===== src/rtl/hbm_pkg.sv =====
// Shared types and constants for the per-node heartbeat monitor.
// Used by hbm_node_mem and multi_node_heartbeat_monitor_core; no dependencies.
`default_nettype none

package hbm_pkg;

  localparam int NUM_NODES_DEF  = 16;
  localparam int COUNT_BITS_DEF = 4;

  // Register reset values.
  localparam logic [3:0]  RELOAD_RST = 4'd3;
  localparam logic [3:0]  WARN_RST   = 4'd1;
  localparam logic [31:0] MAGIC_RST  = 32'd0;

  // Configuration register indexes.
  localparam logic [1:0] CFG_RELOAD = 2'd0;
  localparam logic [1:0] CFG_WARN   = 2'd1;
  localparam logic [1:0] CFG_MAGIC  = 2'd2;

  typedef enum logic [1:0] {
    K_MSG    = 2'd0,
    K_TICK   = 2'd1,
    K_PAUSE  = 2'd2,
    K_RESUME = 2'd3
  } kind_t;

  typedef enum logic [1:0] {
    EV_OWN   = 2'd0,
    EV_SLOW  = 2'd1,
    EV_BAD   = 2'd2,
    EV_FAULT = 2'd3
  } event_t;

  typedef enum logic [2:0] {
    S_IDLE,
    S_MSG,
    S_SCAN,
    S_WALK,
    S_OWN
  } state_t;

endpackage

`default_nettype wire


===== src/rtl/hbm_node_mem.sv =====
// Node state memory: one {seen, miss counter} word per node, read through a registered port.
// Per-entry valid bits make unwritten entries read as the reset value. Uses hbm_pkg.
`default_nettype none

module hbm_node_mem import hbm_pkg::*; #(
  parameter int NUM_NODES  = NUM_NODES_DEF,
  parameter int COUNT_BITS = COUNT_BITS_DEF,
  localparam int AW = (NUM_NODES > 1) ? $clog2(NUM_NODES) : 1
) (
  input  wire logic                  clk,
  input  wire logic                  rst,
  input  wire logic                  rd_en,
  input  wire logic [AW-1:0]         rd_addr,
  output logic                       rd_seen,
  output logic [COUNT_BITS-1:0]      rd_cnt,
  input  wire logic                  wr_en,
  input  wire logic [AW-1:0]         wr_addr,
  input  wire logic                  wr_seen,
  input  wire logic [COUNT_BITS-1:0] wr_cnt
);

  localparam int CNT_MAX = (1 << COUNT_BITS) - 1;
  localparam int RST_VAL = (int'(RELOAD_RST) > CNT_MAX) ? CNT_MAX : int'(RELOAD_RST);
  localparam logic [COUNT_BITS-1:0] RST_CNT = COUNT_BITS'(RST_VAL);

  logic [COUNT_BITS:0]  mem [NUM_NODES];
  logic [NUM_NODES-1:0] valid;
  logic [COUNT_BITS:0]  q;
  logic                 q_valid;

  always_ff @(posedge clk) begin
    if (wr_en) begin
      mem[wr_addr] <= {wr_seen, wr_cnt};
    end
    if (rd_en) begin
      q <= mem[rd_addr];
    end
  end

  always_ff @(posedge clk) begin
    if (rst) begin
      valid   <= '0;
      q_valid <= 1'b0;
    end else begin
      if (wr_en) begin
        valid[wr_addr] <= 1'b1;
      end
      if (rd_en) begin
        q_valid <= valid[rd_addr];
      end
    end
  end

  assign rd_seen = q_valid ? q[COUNT_BITS] : 1'b0;
  assign rd_cnt  = q_valid ? q[COUNT_BITS-1:0] : RST_CNT;

endmodule

`default_nettype wire


===== src/rtl/multi_node_heartbeat_monitor_core.sv =====
// Top level of the per-node heartbeat watchdog: request handling, tick walk and result register.
// Depends on hbm_pkg and hbm_node_mem.
`default_nettype none

// The block watches NUM_NODES nodes whose state lives in a single-port-read node memory.
// A request is taken only while the block is idle. A message request reads the memory, then
// writes it back, and yields at most one bad-heartbeat result. A tick makes a first pass over
// the node memory, one node per cycle through its read port, to find whether any node faults,
// and a second pass decrements each seen node's counter and reports warnings and faults with
// the final dead and missed flags, followed by the own heartbeat. Pause, resume, ignored
// messages and paused or dead ticks stay in the idle state. Output stalls hold a bad message,
// the walk and the own heartbeat. There is no clearing pass after reset.
module multi_node_heartbeat_monitor_core import hbm_pkg::*; #(
  parameter int NUM_NODES  = NUM_NODES_DEF,
  parameter int COUNT_BITS = COUNT_BITS_DEF
) (
  input  wire logic        clk,
  input  wire logic        rst,
  input  wire logic        cfg_we,
  input  wire logic [1:0]  cfg_addr,
  input  wire logic [31:0] cfg_wdata,
  input  wire logic        s_tvalid,
  output logic             s_tready,
  input  wire logic [39:0] s_tdata,   // sender[7:0], payload[39:8]
  input  wire logic [1:0]  s_tuser,   // kind[1:0]
  output logic             m_tvalid,
  input  wire logic        m_tready,
  output logic [7:0]       m_tdata,   // node[3:0], dead[4], any_missed[5], zero[7:6]
  output logic [1:0]       m_tuser,   // event_res[1:0]
  output logic             m_tlast
);

  localparam int AW      = (NUM_NODES > 1) ? $clog2(NUM_NODES) : 1;
  localparam int IW      = $clog2(NUM_NODES + 1);
  localparam int ZW      = $clog2(NUM_NODES + 1);
  localparam int CNT_MAX = (1 << COUNT_BITS) - 1;
  localparam logic [COUNT_BITS-1:0] CNT_LIM = COUNT_BITS'(CNT_MAX);

  // Configuration registers.
  logic [3:0]  reload_count;
  logic [3:0]  warn_level;
  logic [31:0] magic_word;

  always_ff @(posedge clk) begin
    if (rst) begin
      reload_count <= RELOAD_RST;
      warn_level   <= WARN_RST;
      magic_word   <= MAGIC_RST;
    end else if (cfg_we) begin
      case (cfg_addr)
        CFG_RELOAD: reload_count <= cfg_wdata[3:0];
        CFG_WARN:   warn_level   <= cfg_wdata[3:0];
        CFG_MAGIC:  magic_word   <= cfg_wdata;
        default: ;
      endcase
    end
  end

  // Control state.
  state_t          state, state_next;
  logic [IW-1:0]   idx, idx_next;
  logic            fault_any, fault_next;
  logic [ZW-1:0]   nfault, nfault_next;
  logic [ZW-1:0]   zcount, zcount_next;
  logic            paused, paused_next;
  logic            dead_latch, dead_next;
  logic [AW-1:0]   msg_addr, msg_addr_next;
  logic            bad_msg, bad_next;

  // Memory port.
  logic                  rd_en;
  logic [AW-1:0]         rd_addr;
  logic                  rd_seen;
  logic [COUNT_BITS-1:0] rd_cnt;
  logic                  wr_en;
  logic [AW-1:0]         wr_addr;
  logic                  wr_seen;
  logic [COUNT_BITS-1:0] wr_cnt;

  // Output register.
  logic       ovalid;
  event_t     o_event;
  logic [3:0] o_node;
  logic       o_last, o_dead, o_miss;
  logic       o_load;
  event_t     ld_event;
  logic [3:0] ld_node;
  logic       ld_last, ld_dead, ld_miss;
  logic       out_free;

  hbm_node_mem #(
    .NUM_NODES  (NUM_NODES),
    .COUNT_BITS (COUNT_BITS)
  ) u_mem (
    .clk     (clk),
    .rst     (rst),
    .rd_en   (rd_en),
    .rd_addr (rd_addr),
    .rd_seen (rd_seen),
    .rd_cnt  (rd_cnt),
    .wr_en   (wr_en),
    .wr_addr (wr_addr),
    .wr_seen (wr_seen),
    .wr_cnt  (wr_cnt)
  );

  // Request decode.
  kind_t       in_kind;
  logic [7:0]  sender;
  logic [31:0] payload;
  logic [7:0]  sender_m1;
  logic        sender_ok;
  logic        accept;

  assign in_kind   = kind_t'(s_tuser);
  assign sender    = s_tdata[7:0];
  assign payload   = s_tdata[39:8];
  assign sender_m1 = sender - 8'd1;
  assign sender_ok = (sender != 8'd0) && (sender <= 8'(NUM_NODES));
  assign s_tready  = (state == S_IDLE);
  assign accept    = s_tvalid && s_tready;
  assign out_free  = !ovalid || m_tready;

  // Per-node arithmetic on the word read from memory.
  logic [7:0]            reload_ext;
  logic [COUNT_BITS-1:0] load_val;
  logic [COUNT_BITS-1:0] dec_cnt;
  logic                  dec_zero;
  logic                  walk_emit;
  logic [ZW-1:0]         zcount_msg;
  logic                  last_idx;
  logic [IW-1:0]         idx_inc;

  assign reload_ext = 8'(reload_count);
  assign load_val   = (reload_ext > 8'(CNT_MAX)) ? CNT_LIM : reload_ext[COUNT_BITS-1:0];
  assign dec_cnt    = (rd_cnt != '0) ? rd_cnt - COUNT_BITS'(1) : '0;
  assign dec_zero   = (dec_cnt == '0);
  assign walk_emit  = rd_seen && (dec_zero || (8'(dec_cnt) == 8'(warn_level)));
  assign zcount_msg = zcount - ZW'(rd_seen && (rd_cnt == '0)) + ZW'(load_val == '0);
  assign last_idx   = (idx == IW'(NUM_NODES - 1));
  assign idx_inc    = idx + IW'(1);

  always_comb begin
    state_next    = state;
    idx_next      = idx;
    fault_next    = fault_any;
    nfault_next   = nfault;
    zcount_next   = zcount;
    paused_next   = paused;
    dead_next     = dead_latch;
    msg_addr_next = msg_addr;
    bad_next      = bad_msg;
    rd_en         = 1'b0;
    rd_addr       = '0;
    wr_en         = 1'b0;
    wr_addr       = idx[AW-1:0];
    wr_seen       = 1'b1;
    wr_cnt        = dec_cnt;
    o_load        = 1'b0;
    ld_event      = EV_OWN;
    ld_node       = '0;
    ld_last       = 1'b0;
    ld_dead       = 1'b0;
    ld_miss       = 1'b0;
    case (state)
      S_IDLE: begin
        if (accept) begin
          case (in_kind)
            K_MSG: begin
              if (sender_ok) begin
                rd_en         = 1'b1;
                rd_addr       = sender_m1[AW-1:0];
                msg_addr_next = sender_m1[AW-1:0];
                bad_next      = (payload != magic_word);
                state_next    = S_MSG;
              end
            end
            K_TICK: begin
              if (!paused && !dead_latch) begin
                rd_en       = 1'b1;
                rd_addr     = '0;
                idx_next    = '0;
                fault_next  = 1'b0;
                nfault_next = '0;
                state_next  = S_SCAN;
              end
            end
            K_PAUSE:  paused_next = 1'b1;
            K_RESUME: paused_next = 1'b0;
            default: ;
          endcase
        end
      end
      S_MSG: begin
        if (!bad_msg || out_free) begin
          wr_en       = 1'b1;
          wr_addr     = msg_addr;
          wr_cnt      = load_val;
          zcount_next = zcount_msg;
          if (bad_msg) begin
            o_load   = 1'b1;
            ld_event = EV_BAD;
            ld_node  = 4'(msg_addr);
            ld_last  = 1'b1;
            ld_dead  = dead_latch;
            ld_miss  = (zcount_msg != '0);
          end
          state_next = S_IDLE;
        end
      end
      S_SCAN: begin
        // A seen node at one or zero lands on zero in this tick.
        if (rd_seen && (rd_cnt <= COUNT_BITS'(1))) begin
          fault_next  = 1'b1;
          nfault_next = nfault + ZW'(1);
        end
        rd_en = 1'b1;
        if (last_idx) begin
          rd_addr    = '0;
          idx_next   = '0;
          state_next = S_WALK;
        end else begin
          rd_addr  = idx_inc[AW-1:0];
          idx_next = idx_inc;
        end
      end
      S_WALK: begin
        if (!walk_emit || out_free) begin
          wr_en    = rd_seen;
          wr_addr  = idx[AW-1:0];
          wr_cnt   = dec_cnt;
          o_load   = walk_emit;
          ld_event = dec_zero ? EV_FAULT : EV_SLOW;
          ld_node  = 4'(idx);
          ld_dead  = fault_any;
          ld_miss  = fault_any;
          if (last_idx) begin
            state_next = S_OWN;
          end else begin
            rd_en    = 1'b1;
            rd_addr  = idx_inc[AW-1:0];
            idx_next = idx_inc;
          end
        end
      end
      S_OWN: begin
        if (out_free) begin
          o_load      = 1'b1;
          ld_event    = EV_OWN;
          ld_last     = 1'b1;
          ld_dead     = fault_any;
          ld_miss     = fault_any;
          dead_next   = fault_any;
          zcount_next = nfault;
          state_next  = S_IDLE;
        end
      end
      default: state_next = S_IDLE;
    endcase
  end

  always_ff @(posedge clk) begin
    if (rst) begin
      state      <= S_IDLE;
      idx        <= '0;
      fault_any  <= 1'b0;
      nfault     <= '0;
      zcount     <= '0;
      paused     <= 1'b0;
      dead_latch <= 1'b0;
      msg_addr   <= '0;
      bad_msg    <= 1'b0;
    end else begin
      state      <= state_next;
      idx        <= idx_next;
      fault_any  <= fault_next;
      nfault     <= nfault_next;
      zcount     <= zcount_next;
      paused     <= paused_next;
      dead_latch <= dead_next;
      msg_addr   <= msg_addr_next;
      bad_msg    <= bad_next;
    end
  end

  always_ff @(posedge clk) begin
    if (rst) begin
      ovalid <= 1'b0;
    end else if (o_load) begin
      ovalid <= 1'b1;
    end else if (m_tready) begin
      ovalid <= 1'b0;
    end
  end

  always_ff @(posedge clk) begin
    if (o_load) begin
      o_event <= ld_event;
      o_node  <= ld_node;
      o_last  <= ld_last;
      o_dead  <= ld_dead;
      o_miss  <= ld_miss;
    end
  end

  assign m_tvalid = ovalid;
  assign m_tdata  = {2'b00, o_miss, o_dead, o_node};
  assign m_tuser  = o_event;
  assign m_tlast  = o_last;

  // The walk writes one node while reading the next, never the same entry.
  a_mem_no_collide: assert property (@(posedge clk) disable iff (rst)
    (rd_en && wr_en) |-> (rd_addr != wr_addr))
    else $error("node memory read and write hit the same entry");

  // A waiting result is never overwritten.
  a_out_no_overwrite: assert property (@(posedge clk) disable iff (rst)
    o_load |-> out_free)
    else $error("result register loaded while full and stalled");

  // Only the own heartbeat and a bad-heartbeat result close a request.
  a_last_kind: assert property (@(posedge clk) disable iff (rst)
    m_tvalid |-> (m_tlast == ((m_tuser == EV_OWN) || (m_tuser == EV_BAD))))
    else $error("last flag does not match result kind");

  // Ticks never run once the dead state has latched.
  a_no_walk_when_dead: assert property (@(posedge clk) disable iff (rst)
    ((state == S_SCAN) || (state == S_WALK)) |-> !dead_latch)
    else $error("tick walk running while dead");

  a_zcount_range: assert property (@(posedge clk) disable iff (rst)
    zcount <= ZW'(NUM_NODES))
    else $error("missed-node count out of range");

endmodule

`default_nettype wire


===== config.mk =====
export PLATFORM = sky130hd
export DESIGN_NAME = multi_node_heartbeat_monitor_core
export DESIGN_NICKNAME = d
export VERILOG_FILES = /design/src/rtl/hbm_pkg.sv /design/src/rtl/hbm_node_mem.sv /design/src/rtl/multi_node_heartbeat_monitor_core.sv
export SDC_FILE = /design/constraint.sdc
export NUM_CORES = 1
export LEC_CHECK = 0
export BUFFER_PORTS_ARGS = -buffer_cell sky130_fd_sc_hd__buf_2
export CORE_MARGIN = 1
export CORE_UTILIZATION = 45
export DETAILED_ROUTE_END_ITERATION = 7
export PLACE_DENSITY = 0.74
export SETUP_SLACK_MARGIN = 0.5
export SKIP_CTS_REPAIR_TIMING = 1
export SYNTH_ARGS = -nofsm -noshare
export SYNTH_HDL_FRONTEND = slang
export SYNTH_SLANG_ARGS = --single-unit

===== constraint.sdc =====
create_clock -name clk -period 7.85 [get_ports clk]
set_clock_uncertainty 0.15 [all_clocks]
set_input_delay 0 -clock clk [delete_from_list [all_inputs] [get_ports clk]]
set_output_delay 0 -clock clk [all_outputs]
set_load 0.02 [all_outputs]

## Word level (Yosys, flattened, before mapping)

Memory sizes are Yosys's and may differ from the RTL's. A register that Yosys moved wholly into a read port is not among the register bits.
Cells that the tools add are included.

| cells by class | value |
|---|---|
| bitwise operators | 1 |
| reduce and logical (&&, ||, !) cells | 40 |
| multiplexer cells | 83 |
| equality and inequality tests | 25 |
| $add $sub $neg | 6 |
| $lt $le $gt $ge | 6 |

Operators by type and width:

| cell | count |
|---|---|
| $mux W4 | 15 |
| $mux W5 | 9 |
| $ne A32 B32 Y1 | 1 |
| $mux W1 | 28 |
| $mux W3 | 8 |
| $pmux W5 S2 | 2 |
| $or A16 B16 Y16 | 1 |
| $pmux W3 S5 | 1 |
| $pmux W5 S3 | 1 |
| $ne A2 B2 Y1 const B | 7 |
| $logic_not A4 Y1 | 3 |
| $pmux W1 S3 | 4 |
| $pmux W4 S3 | 1 |
| $add A5 B1 Y5 const B | 2 |
| $lt A4 B5 Y1 const B | 2 |
| $pmux W1 S2 | 5 |
| $reduce_and A9 Y1 | 1 |
| $le A8 B5 Y1 const B | 1 |
| $mux W2 | 4 |
| $pmux W4 S2 | 1 |
| $reduce_and A2 Y1 | 4 |
| $reduce_bool A2 Y1 | 4 |
| $reduce_bool A8 Y1 | 1 |
| $sub A4 B1 Y4 const B | 2 |
| other kinds (31) | 53 |

| storage, ports and cells | value |
|---|---|
| output and inout bits | 13 |
| memory bits (writable) | 64 |
| bits of input ports | 81 |
| bits in registers | 98 |
| memories | 1 |
| logic and storage cells | 183 |

Memory list:

| name | words | width | read ports | clocked after Yosys merged registers in | wr ports | RTL line | RTL |
|---|---|---|---|---|---|---|---|
| u_mem.mem | 16 | 4 | 1 | 1 | 1 | hbm_node_mem.sv:26 | `logic [COUNT_BITS:0] mem [NUM_NODES];` |

## Logic depth before layout (Yosys ltp)

| logic depth | value |
|---|---|
| depth in word-level cells | 12 |
| mapped depth | 15 |
| mapped depth without buffers | 14 |

## Cells and area by module

Synthesis repeated with hierarchy kept, for this count alone.

| second synthesis, totals | value |
|---|---|
| cells, all modules | 715 |
| area, all modules | 8166.6 um^2 |

Modules (own cells, without submodules):

| module | area an instance (um^2) | instances | cells an instance | seq. area each (um^2) |
|---|---|---|---|---|
| multi_node_heartbeat_monitor_core | 4180.3 | 1 | 503 | 1611.5 |
| hbm_node_mem | 3986.3 | 1 | 212 | 2892.8 |

## Least setup slack after synthesis

No wires, ideal clock.

| timing | value |
|---|---|
| path type | register to register |
| start | register reload_count[0] |
| end | register o_miss (data pin) |
| arrival | 2694 ps |
| clock period less this slack | 3106 ps |
| required time | 7438 ps |
| buffers on the path | 0 |
| slack | 4744 ps |
| library setup time | 262 ps |
| cell stages (with the launch flop) | 12 |
| path through | dfxtp_1 -> or4_1 -> ha_1 -> inv_1 -> ha_1 -> fa_1 -> a21o_1 -> a21oi_1 -> xnor2_1 -> or4_1 -> o21ai_0 -> nand2_1 |

| between the ends | value |
|---|---|
| word-level cells in the longest chain between the ends | 8 |

RTL lines:

| what | RTL line | RTL |
|---|---|---|
| from (decl) | multi_node_heartbeat_monitor_core.sv:40 | `logic [3:0] reload_count;` |
| from (signal assigned) | multi_node_heartbeat_monitor_core.sv:51 | `CFG_RELOAD: reload_count <= cfg_wdata[3:0];` |
| $gt A4 B4 Y1 | multi_node_heartbeat_monitor_core.sv:135 | `assign load_val = (reload_ext > 8'(CNT_MAX)) ? CNT_LIM : reload_ext[COUNT_BITS-1:0];` |
| $mux W4 (*) | multi_node_heartbeat_monitor_core.sv:135 |  |
| $logic_not A4 Y1 (*) | multi_node_heartbeat_monitor_core.sv:139 | `assign zcount_msg = zcount - ZW'(rd_seen && (rd_cnt == '0)) + ZW'(load_val == '0);` |
| $add A5 B1 Y5 (*) | multi_node_heartbeat_monitor_core.sv:139 |  |
| $reduce_bool A5 Y1 (*) | multi_node_heartbeat_monitor_core.sv:206 | `ld_miss = (zcount_msg != '0);` |
| $mux W1 (*) | multi_node_heartbeat_monitor_core.sv:200 | `if (bad_msg) begin` |
| $mux W1 (*) | multi_node_heartbeat_monitor_core.sv:195 | `if (!bad_msg \|\| out_free) begin` |
| $pmux W1 S3 (*) | multi_node_heartbeat_monitor_core.sv:165 | `case (state)` |
| net ld_miss | multi_node_heartbeat_monitor_core.sv:88 | `logic ld_last, ld_dead, ld_miss;` |
| to (signal assigned) | multi_node_heartbeat_monitor_core.sv:302 | `o_miss <= ld_miss;` |
| to (decl) | multi_node_heartbeat_monitor_core.sv:84 | `logic o_last, o_dead, o_miss;` |

Mark *: on every way through the listed nets, which the timed path passes. The rest lies on a longest branch.
A chain may end at the register's enable or synchronous reset.

## Worst setup path in the final report

| timing | value |
|---|---|
| start | register u_mem.q[1] (read register of u_mem.mem) |
| end | register u_mem.q[0] (read register of u_mem.mem) (data pin) |

| between the ends | value |
|---|---|
| word-level cells in the longest chain between the ends | 10 |
| elaborated cells on any way between the ends | 14 |
| classes of those cells | add/sub (1); eq/ne (1); mux (6); reduce/logical (6) |

RTL lines:

| what | RTL line | RTL |
|---|---|---|
| from (decl) | hbm_node_mem.sv:28 | `logic [COUNT_BITS:0] q;` |
| $mux W4 (*) | hbm_node_mem.sv:55 | `assign rd_cnt = q_valid ? q[COUNT_BITS-1:0] : RST_CNT;` |
| $sub A4 B1 Y4 / $reduce_bool A4 Y1 (equally long branches) | multi_node_heartbeat_monitor_core.sv:136 | `assign dec_cnt = (rd_cnt != '0) ? rd_cnt - COUNT_BITS'(1) : '0;` |
| $mux W4 (*) | multi_node_heartbeat_monitor_core.sv:136 |  |
| $eq A4 B4 Y1 / $logic_not A4 Y1 (equally long branches) | multi_node_heartbeat_monitor_core.sv:138, multi_node_heartbeat_monitor_core.sv:137 |  |
| $logic_or A1 B1 Y1 (*) | multi_node_heartbeat_monitor_core.sv:138 | `assign walk_emit = rd_seen && (dec_zero \|\| (8'(dec_cnt) == 8'(warn_level)));` |
| $logic_and A1 B1 Y1 (*) | multi_node_heartbeat_monitor_core.sv:138 |  |
| $logic_not A1 Y1 (*) | multi_node_heartbeat_monitor_core.sv:228 | `if (!walk_emit \|\| out_free) begin` |
| $logic_or A1 B1 Y1 (*) | multi_node_heartbeat_monitor_core.sv:228 |  |
| $mux W4 / $mux W1 (equally long branches) | multi_node_heartbeat_monitor_core.sv:228 |  |
| $pmux W4 S3 / $pmux W1 S3 (equally long branches) | multi_node_heartbeat_monitor_core.sv:165 |  |

Mark *: on every way between the ends. The rest lies on a longest branch, timed or not.

==> metrics list <==
* Outcome: finished with violations
- The final reports fail on hold timing.
- Tcrit/Tclk final: 0.482
- Averaged over all synthesized cells, the footprint is 10.1 µm².
* Placed Cells: 1027
* Yosys warning total: 0
* Number of enable flip-flop cells after synthesis: 77
- Setup violations remaining at the end of the flow were counted as 0.
* TritonCTS clock tree: yes
- Input and output buffers added on the ports amount to 91.
- Register area share after synthesis: 0.528
- The number of global-route vias before repair was 5180.
- The worst hold path begins at cfg_addr[1].
- The slowest stage of the critical path is the sky130_fd_sc_hd__edfxtp_1 cell.
* CP peak stage delay: 0.52 ns
* Time the worst path needs with I/O delays and setup: 3.79 ns
- In this run the cell area of the synthesized design comes to 7570 µm².
* Detailed-route wire length per cell: 16.1 µm
- The share of synthesized area in the top cell type comes to 0.305.
* Final Max Tran Viols: 0
- Source of the worst register-to-register timing path: u_mem.q[1]
- The detail route stage leaves a number of antenna-violating nets equal to 0.
- Count of max-cap constraint violations: 0
- Of the cells placed in the final design, the portion with a size suffix greater than 1 is 0.166.
- Worst R2R Setup Slack: 4.06 ns
- Worst hold slack across all endpoints: -0.0300 ns
- Traced cell by cell, the critical path runs through o311a_1 -> a221oi_2 -> a41o_1 -> a31oi_1 -> buf_4 -> a21oi_4 -> buf_4 -> mux2i_1 -> mux2i_1 -> a22oi_1 -> o221ai_1.
* Total global-route track usage: 0.199
- After detailed routing, the number of remaining DRC violations is 0.
- I/O pins: 94
* Vert. Die Dim: 132 µm
- Counting flops and latches in the post-synthesis netlist gives 161.
- The number of clock buffers added by TritonCTS is 17.
* Wire length of the first global-routing pass: 27000 µm
- Leading cell type by number of instances after synthesis: sky130_fd_sc_hd__nand2_1
- Post-DP HPWL: 11700 µm
* Final cell count without fillers: 1105
- At the worst endpoint, the required time is 7.86 ns.
- Timing startpoint of the critical path: u_mem.q[1]
- IR analysis of the VDD net gives a maximum drop of 0.000163 V.
* Reported leakage power: 3.82 nW
- Skew-Pair Late Insertion Delay: 0.43 ns
- The worst setup path is launched from a flop.
* Type of the tightest min-delay check: input port to flop
- The largest total area in the synthesized netlist belongs to sky130_fd_sc_hd__edfxtp_1.
* Length of the first detailed-routing pass in iterations: 7
- Maximum number of pins on one net before global-route repair: 85
* Antenna diode instance count: 0
- Std-Cell Core Area: 16500 µm²
* FFs w/ async S/R, synth: 0
- Relative max-transition margin: 0.119
- Number of buffers on the longest clock path: 2
- By count the netlist is led by sky130_fd_sc_hd__nand2_1 (108), sky130_fd_sc_hd__dfxtp_1 (84), sky130_fd_sc_hd__nor2_1 (83).
- Routability-driven placement finished with a final weighted congestion of 0.851.
- Net count, final: 965
* Max H-tree Level: 4
- The number of antenna violations at the first check in global routing came to 0.
- Post-Route WL: 17800 µm
- Via density per instance: 5.37
- At the pin with the least slew margin, the transition time is 1.32 ns.
* Dominant register cell in the synthesized netlist: sky130_fd_sc_hd__dfxtp_1
* Global-route congestion overflow total: 0
* Min-Delay Path Depth: 3
- Clock Sinks: 161
- Top post-synthesis cells by area: sky130_fd_sc_hd__edfxtp_1 (31%), sky130_fd_sc_hd__dfxtp_1 (22%), sky130_fd_sc_hd__mux2i_1 (6.5%)
- Setup repair after global routing left no endpoint under its margin.
- Die area: 17300 µm²
* Capture point of the worst reg-to-reg path: u_mem.q[0]
- Die width: 132 µm
* Number of distinct library cells after synthesis: 64
* Clock tree root driver cell: sky130_fd_sc_hd__clkbuf_16
- Clock slew at the register clock pins of the worst setup and hold paths: 0.06 ns
* Initial DRC count: 392
- Reg2Reg Depth: 11
- Final Hold Fails: 6
* Total power per unit cell area: 218 nW/µm²
* Data arrival at the endpoint of the critical path: 3.80 ns
- STA classifies the critical path endpoint as a flop.
* Crit Path Category: flop to flop
* Num rows: 47
- Synthesis produced a netlist whose cell count is 748.
- Initial Utilization: 0.458
- The path with the worst hold slack has its endpoint at warn_level[0].
* Upper clock frequency limit: 0.264 GHz
- After routing, the total negative slack on setup checks comes to 0 ns.
* Biggest fanout along the worst timing path: 40
- Area added between synthesis and finish: 21.5%
* Routed vias: 5938
==> state kept, by name, indices dropped and copies added, names as in the netlist, 2 cells and up <==
name          flops
warn_level        4
u_mem.valid      16
reload_count      4
magic_word       32
zcount            5
u_mem.mem        64
o_node            4
idx               5
m_tuser           2
u_mem.q           4
nfault            5
state             3
msg_addr          4
==> worst max-delay path, delay by kind of cell (launching register included) <==
| family | cells | cell delay [ns] |
|---|---|---|
| buffers and inverters | 2 | 0.76 |
| AOI/OAI and AO/OA | 7 | 1.66 |
| muxes | 2 | 0.40 |
| DFF | 1 | 0.52 |
==> layout make-up <==
type | count | area (µm²)
clock buffers | 19 | 464
clock inverters | 13 | 124
fillers | 1404 | 7330
inverters | 22 | 82.6
multi-input cells | 527 | 3300
flip-flops and latches | 161 | 3990
well taps | 220 | 275
repair buffers | 143 | 961
==> power breakdown <==
group	internal [mW]	total [mW]	leakage, nW	switching, mW
combinational	0.115	0.259	2.16	0.144
sequential	0.908	0.934	1.38	0.0259
clock	0.467	0.810	0.283	0.343
total	1.49	2.00	3.82	0.513
==> per-stage QoR <==
step | power, mW | worst slack [ns] | util | area [µm²] | hold WS, ns
global placement | 1.19 | 4.15 | 0.493 | 8150 | 0.0909
finish | 2.00 | 4.06 | 0.557 | 9200 | -0.0300
detailed placement | 1.19 | 4.10 | 0.493 | 8150 | 0.0960
CTS | 1.99 | 4.08 | 0.529 | 8740 | -0.362
floorplan | 1.12 | 4.74 | - | 7570 | -0.0403
global route | 2.08 | 3.80 | 0.557 | 9200 | 0.0151
==> layer usage <==
metal | vias up | track usage | share of wire
met2 | 240 | 0.305 | 0.46
met3 | 29 | 0.0552 | 0.070
met1 | 2784 | 0.268 | 0.45
met5 | - | 0 | 0
li1 | 2885 | - | -
met4 | 0 | 0.0704 | 0.018
==> cells by family after synthesis <==
| group | after synthesis | share of synthesized area |
|---|---|---|
| flip-flops | 161 | 0.528 |
| buffers and inverters | 61 | 0.0383 |
| adder cells (fa/ha/maj) | 12 | 0.0208 |
| AO/OA/AOI/OAI | 146 | 0.126 |
| AND/OR/NAND/NOR | 266 | 0.159 |
| other | 1 | 0.000495 |
| multiplexers | 58 | 0.0782 |
| XOR/XNOR | 43 | 0.0498 |
==> layout by cell type, fill, tap and decap left out, types with 8 or more instances in the layout <==
cell                            instances
sky130_fd_sc_hd__nand2_1              108
sky130_fd_sc_hd__buf_2                 91
sky130_fd_sc_hd__dfxtp_1               84
sky130_fd_sc_hd__nor2_1                83
sky130_fd_sc_hd__edfxtp_1              77
sky130_fd_sc_hd__a21oi_1               62
sky130_fd_sc_hd__mux2i_1               49
sky130_fd_sc_hd__dlygate4sd3_1         46
sky130_fd_sc_hd__xor2_1                35
sky130_fd_sc_hd__inv_1                 22
sky130_fd_sc_hd__clkbuf_16             18
sky130_fd_sc_hd__o21ai_0               13
sky130_fd_sc_hd__ha_1                  11
sky130_fd_sc_hd__o21ai_1               10
sky130_fd_sc_hd__a22oi_1               10
sky130_fd_sc_hd__nor3_1                 9
sky130_fd_sc_hd__nand3_1                9
sky130_fd_sc_hd__nor4_1                 9
sky130_fd_sc_hd__nand2b_1               8
sky130_fd_sc_hd__xnor2_1                8
sky130_fd_sc_hd__a31oi_1                8
==> how the worst max path moves through the flow <==
stage | end | slack, ns | cells past startpoint
floorplan | o_miss | 4.74 | 11
global placement | u_mem.q[3] | 4.15 | 12
detailed placement | u_mem.q[0] | 4.10 | 12
CTS | u_mem.q[0] | 4.08 | 12
global route | u_mem.q[3] | 3.80 | 12
finish | u_mem.q[0] | 4.06 | 11
No activity file was read; power rests on OpenSTA's default activity.
